<file path="src/rtl/sis_pkg.sv">
// shared types and defaults for the stack insertion sorter
package sis_pkg;

    localparam int DEFAULT_DEPTH       = 16;
    localparam int DEFAULT_VALUE_WIDTH = 16;
    localparam int FIELD_W             = 16;

    typedef struct packed {
        logic ins;
        logic shift;
    } sis_ctrl_t;

endpackage

</file>
<file path="src/rtl/sis_cell.sv">
// one slot of the sorted chain: holds a value, inserts in order, shifts toward the head
module sis_cell #(
    parameter int W = 16
) (
    input  logic             aclk,
    input  logic             aresetn,
    input  sis_pkg::sis_ctrl_t ctrl,
    input  logic [W-1:0]     new_val,
    input  logic             prev_valid,
    input  logic [W-1:0]     prev_data,
    input  logic             prev_less,
    input  logic             next_valid,
    input  logic [W-1:0]     next_data,
    output logic             valid,
    output logic [W-1:0]     data,
    output logic             less
);
    import sis_pkg::*;

    logic         valid_reg, valid_next;
    logic [W-1:0] data_reg, data_next;

    // stored value sorts strictly before the arriving one
    assign less  = valid_reg && (data_reg < new_val);
    assign valid = valid_reg;
    assign data  = data_reg;

    always_comb begin
        valid_next = valid_reg;
        data_next  = data_reg;
        if (ctrl.ins) begin
            if (!less) begin
                if (prev_less) begin
                    valid_next = 1'b1;
                    data_next  = new_val;
                end else begin
                    valid_next = prev_valid;
                    data_next  = prev_data;
                end
            end
        end else if (ctrl.shift) begin
            valid_next = next_valid;
            data_next  = next_data;
        end
    end

    always_ff @(posedge aclk) begin
        if (!aresetn) begin
            valid_reg <= 1'b0;
        end else begin
            valid_reg <= valid_next;
        end
        data_reg <= data_next;
    end

endmodule

</file>
<file path="src/rtl/stack_insertion_sorter_core.sv">
// top level of the stack insertion sorter: chain of sorting cells plus run control
//
// usage
// - input words arrive on s_axis (s_tdata = value, s_tlast = last value of a set)
// - each accepted value is inserted into a chain of DEPTH cells kept in
//   ascending order; all cells compare against the value at once
// - while the chain is full further values are dropped and the overflow flag is set
// - the word with s_tlast is inserted as well, then the block drains the chain on
//   m_axis: smallest value first, m_tlast on the largest, m_tuser = overflow
// - throughput: one input word per cycle while filling; during the drain the
//   input is held off (s_tready low) and one result word leaves per cycle
//   while m_tready is high; each taken word shifts the chain one cell toward the head
// - latency: first result is offered the cycle after the last input word is taken
// - a stalled receiver (m_tready low) simply freezes the chain; nothing is lost
// - after the final word is taken the flag clears and s_tready returns next cycle
// - reset (aresetn low, synchronous) empties the chain and clears the flag;
//   no clearing pass is needed since emptiness lives in per-cell valid bits
module stack_insertion_sorter_core #(
    parameter int DEPTH       = sis_pkg::DEFAULT_DEPTH,
    parameter int VALUE_WIDTH = sis_pkg::DEFAULT_VALUE_WIDTH
) (
    input  logic                        aclk,
    input  logic                        aresetn,
    input  logic                        s_tvalid,
    output logic                        s_tready,
    input  logic [sis_pkg::FIELD_W-1:0] s_tdata,  // [15:0] value
    input  logic                        s_tlast,  // last_in
    output logic                        m_tvalid,
    input  logic                        m_tready,
    output logic [sis_pkg::FIELD_W-1:0] m_tdata,  // [15:0] sorted_value
    output logic                        m_tlast,  // last_out
    output logic                        m_tuser   // overflow
);
    import sis_pkg::*;

    // only the low VALUE_WIDTH bits of a value are kept
    localparam int W = (VALUE_WIDTH < FIELD_W) ? VALUE_WIDTH : FIELD_W;

    typedef enum logic {
        ST_FILL,
        ST_DRAIN
    } state_t;

    state_t      state_reg;
    logic        dropped_reg;

    sis_ctrl_t   ctrl;
    logic        s_acc, m_acc, full;
    logic [W-1:0] new_val;

    logic [W-1:0] data_w  [DEPTH];
    logic [DEPTH-1:0] valid_w;
    logic [DEPTH-1:0] less_w;

    assign new_val = s_tdata[W-1:0];
    assign full    = valid_w[DEPTH-1];

    assign s_tready = (state_reg == ST_FILL);
    assign s_acc    = s_tvalid && s_tready;
    assign m_acc    = m_tvalid && m_tready;

    // a value is inserted only if a free cell remains
    assign ctrl.ins   = s_acc && !full;
    assign ctrl.shift = (state_reg == ST_DRAIN) && m_tready;

    // head cell feeds the output
    assign m_tvalid = (state_reg == ST_DRAIN) && valid_w[0];
    assign m_tdata  = FIELD_W'(data_w[0]);
    assign m_tlast  = !valid_w[1];
    assign m_tuser  = dropped_reg;

    for (genvar i = 0; i < DEPTH; i++) begin : g_cell
        logic         pv, pl, nv;
        logic [W-1:0] pd, nd;

        if (i == 0) begin : g_head
            // head boundary: everything before it sorts lower
            assign pv = 1'b0;
            assign pd = '0;
            assign pl = 1'b1;
        end else begin : g_body
            assign pv = valid_w[i-1];
            assign pd = data_w[i-1];
            assign pl = less_w[i-1];
        end

        if (i == DEPTH-1) begin : g_tail
            assign nv = 1'b0;
            assign nd = '0;
        end else begin : g_mid
            assign nv = valid_w[i+1];
            assign nd = data_w[i+1];
        end

        sis_cell #(.W(W)) u_cell (
            .aclk       (aclk),
            .aresetn    (aresetn),
            .ctrl       (ctrl),
            .new_val    (new_val),
            .prev_valid (pv),
            .prev_data  (pd),
            .prev_less  (pl),
            .next_valid (nv),
            .next_data  (nd),
            .valid      (valid_w[i]),
            .data       (data_w[i]),
            .less       (less_w[i])
        );
    end

    // run control: fill until a last word, then drain to empty
    always_ff @(posedge aclk) begin
        if (!aresetn) begin
            state_reg   <= ST_FILL;
            dropped_reg <= 1'b0;
        end else begin
            unique case (state_reg)
                ST_FILL: begin
                    if (s_acc) begin
                        if (full) begin
                            dropped_reg <= 1'b1;
                        end
                        if (s_tlast) begin
                            state_reg <= ST_DRAIN;
                        end
                    end
                end
                ST_DRAIN: begin
                    if (m_acc && m_tlast) begin
                        state_reg   <= ST_FILL;
                        dropped_reg <= 1'b0;
                    end
                end
                default: state_reg <= ST_FILL;
            endcase
        end
    end

    // occupied cells always form a contiguous run from the head
    a_contiguous: assert property (@(posedge aclk) disable iff (!aresetn)
        (((valid_w >> 1) & ~valid_w) == '0))
        else $error("hole in the sorted chain");

    // a drain never has an empty head
    a_drain_nonempty: assert property (@(posedge aclk) disable iff (!aresetn)
        (state_reg == ST_DRAIN) |-> valid_w[0])
        else $error("drain with empty chain");

    // overflow only rises when a word met a full chain
    a_drop_full: assert property (@(posedge aclk) disable iff (!aresetn)
        $rose(dropped_reg) |-> $past(full && s_acc))
        else $error("overflow without full chain");

    // the final word leaves the chain empty and reopens the input
    a_end_of_run: assert property (@(posedge aclk) disable iff (!aresetn)
        (m_acc && m_tlast) |=> (s_tready && !valid_w[0] && !dropped_reg))
        else $error("chain not empty after final word");

endmodule

</file>
<file path="config.mk">
export PLATFORM = sky130hd
export DESIGN_NAME = stack_insertion_sorter_core
export DESIGN_NICKNAME = d
export VERILOG_FILES = /design/src/rtl/sis_pkg.sv /design/src/rtl/sis_cell.sv /design/src/rtl/stack_insertion_sorter_core.sv
export SDC_FILE = /design/constraint.sdc
export NUM_CORES = 1
export LEC_CHECK = 0
export ABC_AREA = 1
export BUFFER_PORTS_ARGS = -buffer_cell sky130_fd_sc_hd__buf_4
export CORE_MARGIN = 5
export CORE_UTILIZATION = 45
export CTS_CLUSTER_DIAMETER = 60
export DETAILED_ROUTE_END_ITERATION = 7
export GPL_ROUTABILITY_DRIVEN = 0
export HOLD_SLACK_MARGIN = 0.15
export PLACE_DENSITY_LB_ADDON = 0.1
export SLEW_MARGIN = 20
export SYNTH_ARGS = -nofsm -noshare
export SYNTH_HDL_FRONTEND = slang
export SYNTH_HIERARCHICAL = 1
export SYNTH_SLANG_ARGS = --single-unit
export TNS_END_PERCENT = 50
</file>
<file path="constraint.sdc">
create_clock -name aclk -period 6 [get_ports aclk]
set_input_delay 0.9 -clock aclk [delete_from_list [all_inputs] [get_ports aclk]]
set_output_delay 0.9 -clock aclk [all_outputs]
set_load 0.02 [all_outputs]
</file>
==> flow_metrics.py <==
metrics = {
    "floorplan": {
        "die_area_um2": 51300,
        "fp.coreArea_um2": 46500,
        "die_h_um": 227,
        "pin_count": 41,
        "dieWidth_um": 227,
        "initial_utilization": 0.454,
        "rows": 79,
    },
    "timing": {
        "tightest_slew_ns": 0.974,
        "hold_viol": 0,
        "slew_violations": 0,
        "clock_skew_ns": 0.0177,
        "fin_crit_sh": 0.532,
        "setup_violations": 0,
        "rsz0062_at_grt": "false",
        "finalCriticalPeriod_ns": 3.19,
        "setup_tns_ns": 0,
        "fmax_ghz": 0.313,
        "slew_headroom": 0.350,
    },
    "cts": {
        "numCtsBuffers": 36,
        "clk-insertion-delay-late_ns": 0.55,
        "clk_pin_slew_worst_paths_ns": 0.05,
        "root_buffer": "clkbuf_16",
        "cts_resized": 0,
        "cts_sinks": 274,
        "cts_setup_buffers": 0,
        "clockBufferDepth": 3,
        "tritoncts": "done",
        "cts_hold_buf": 0,
        "cts_max_level": 2,
    },
    "critical_path": {
        "worstPathRequired_ns": 6.17,
        "path_cells": "buf_4 -> nand2_1 -> nor2_4 -> buf_12 -> clkinv_1 -> nand2_1 -> and2_1",
        "crit_start": "s_tvalid",
        "crit_type": "in -> reg",
        "path_max_fanout": 164,
        "slowest_stage": "and2_1",
        "max_stage_delay_ns": 0.66,
        "start_kind": "input port",
        "arrival_ns": 3.36,
        "worstSetupEndpointType": "flip-flop",
        "r2r_start": "state_reg$_SDFF_PN0_",
        "path_common_cell": "nand2_1",
    },
    "route": {
        "drcViolationCount": 0,
        "wl_um": 60900,
        "ant_nets": 0,
        "drtIter0Drc": 1305,
        "wl_per_cell_um": 17.8,
        "via_per_inst": 5.31,
        "vias": 18200,
        "drt-pass1-iter-count": 6,
    },
    "final_layout": {
        "layout_commonest_cell": "nand2_1",
        "drive_gt1_frac": 0.0790,
        "fin_cells": 3430,
        "regArea_um2": 8050,
        "fill_cells": 4544,
        "diodes": 0,
        "syn_to_final_growth_pct": 9.40,
        "final_nets": 3059,
        "multi_input_area_um2": 11100,
        "mostFrequentLayoutCells": "nand2_1, inv_1, o21ai_0, nor2_1, edfxtp_1",
        "largest_reg_flops": 256,
    },
    "power_and_ir_drop": {
        "p_leak_nw": 11.1,
        "seqPwrFrac": 0.420,
        "p_comb_frac": 0.276,
        "power.share.clock": 0.304,
        "total_power_mw": 7.08,
        "power_density_nw_per_um2": 307,
        "p_sw_mw": 2.51,
        "ir_drop_mv": 0.189,
        "swShare": 0.354,
        "p_int_mw": 4.57,
    },
    "flow_run": {
        "drv_cap": 0,
    },
    "run_status": {
        "status": "finished clean",
    },
    "grt": {
        "grt_max_degree": 165,
        "grt.total_usage": 0.237,
        "grt_pass1_wl_um": 96500,
        "grt_pass1_vias": 18000,
        "grt_antenna_before_repair": 0,
        "grt-ovfl-total": 0,
    },
    "synth": {
        "ys.warnings.count": 6,
        "synth_cells": 2758,
        "avgSynthCellArea_um2": 7.65,
        "netlist_area_um2": 21100,
    },
    "placed_design": {
        "placed_cells": 3367,
        "port-buffer-count": 40,
        "hpwl_um": 42700,
    },
    "hold_path": {
        "holdCritPathClass": "reg -> reg",
        "hold_start": "state_reg$_SDFF_PN0_",
    },
}
==> through the flow <==
stage | utilization | area (µm²) | worst slack, ns | hold WS (ns)
2_1_floorplan | - | 21300 | 2.32 | 0.471
3_3_place_gp | 0.472 | 21900 | 2.42 | 0.485
3_5_place_dp | 0.472 | 21900 | 2.35 | 0.499
4_1_cts | 0.497 | 23100 | 2.92 | 0.507
5_1_grt | 0.497 | 23100 | 2.64 | 0.539
6_report | 0.497 | 23100 | 2.81 | 0.505
==> power by group through the flow <==
stage | logic [mW] | clock network [mW] | registers [mW]
after detailed placement | 1.94 | 0 | 3.02
after global routing | 2.26 | 2.27 | 3.01
after global placement | 1.85 | 0 | 3.02
after CTS | 1.95 | 2.19 | 2.98
final | 1.95 | 2.15 | 2.98
after floorplan | 1.46 | 0 | 2.81
==> worst max-delay path, delay by kind of cell <==
family                 cells  cell delay [ns]
and+or+nand+nor            4             1.17
buffers and inverters      3             1.16
==> worst paths after layout <==
kind	to	slack [ns]	depth (start not counted)
worst min register to register	state_reg$_SDFF_PN0_	0.50	2
worst max-delay path	g_cell[9].u_cell/data[1]$_DFFE_PP_	2.81	7
worst min-delay path	state_reg$_SDFF_PN0_	0.50	2
worst max register to register	g_cell[9].u_cell/data[1]$_DFFE_PP_	2.85	7
==> layout make-up <==
type                    count  share of cell area
flip-flops and latches    274               0.348
multi-input cells        1990               0.480
well taps                 607              0.0329
clock buffers              45              0.0414
clock inverters            18             0.00829
inverters                 454              0.0738
repair buffers             42              0.0147
==> routing by layer <==
metal / vias up / GRT usage / wire length (µm) / part of all wire
met5: - / 0 / 0 / 0
met4: 0 / 0.0772 / 1660 / 0.027
met3: 110 / 0.0263 / 2820 / 0.046
met2: 495 / 0.408 / 29700 / 0.49
met1: 8515 / 0.312 / 26800 / 0.44
li1: 9110 / - / - / -
Note: power is estimated with default switching activity, not from simulation.
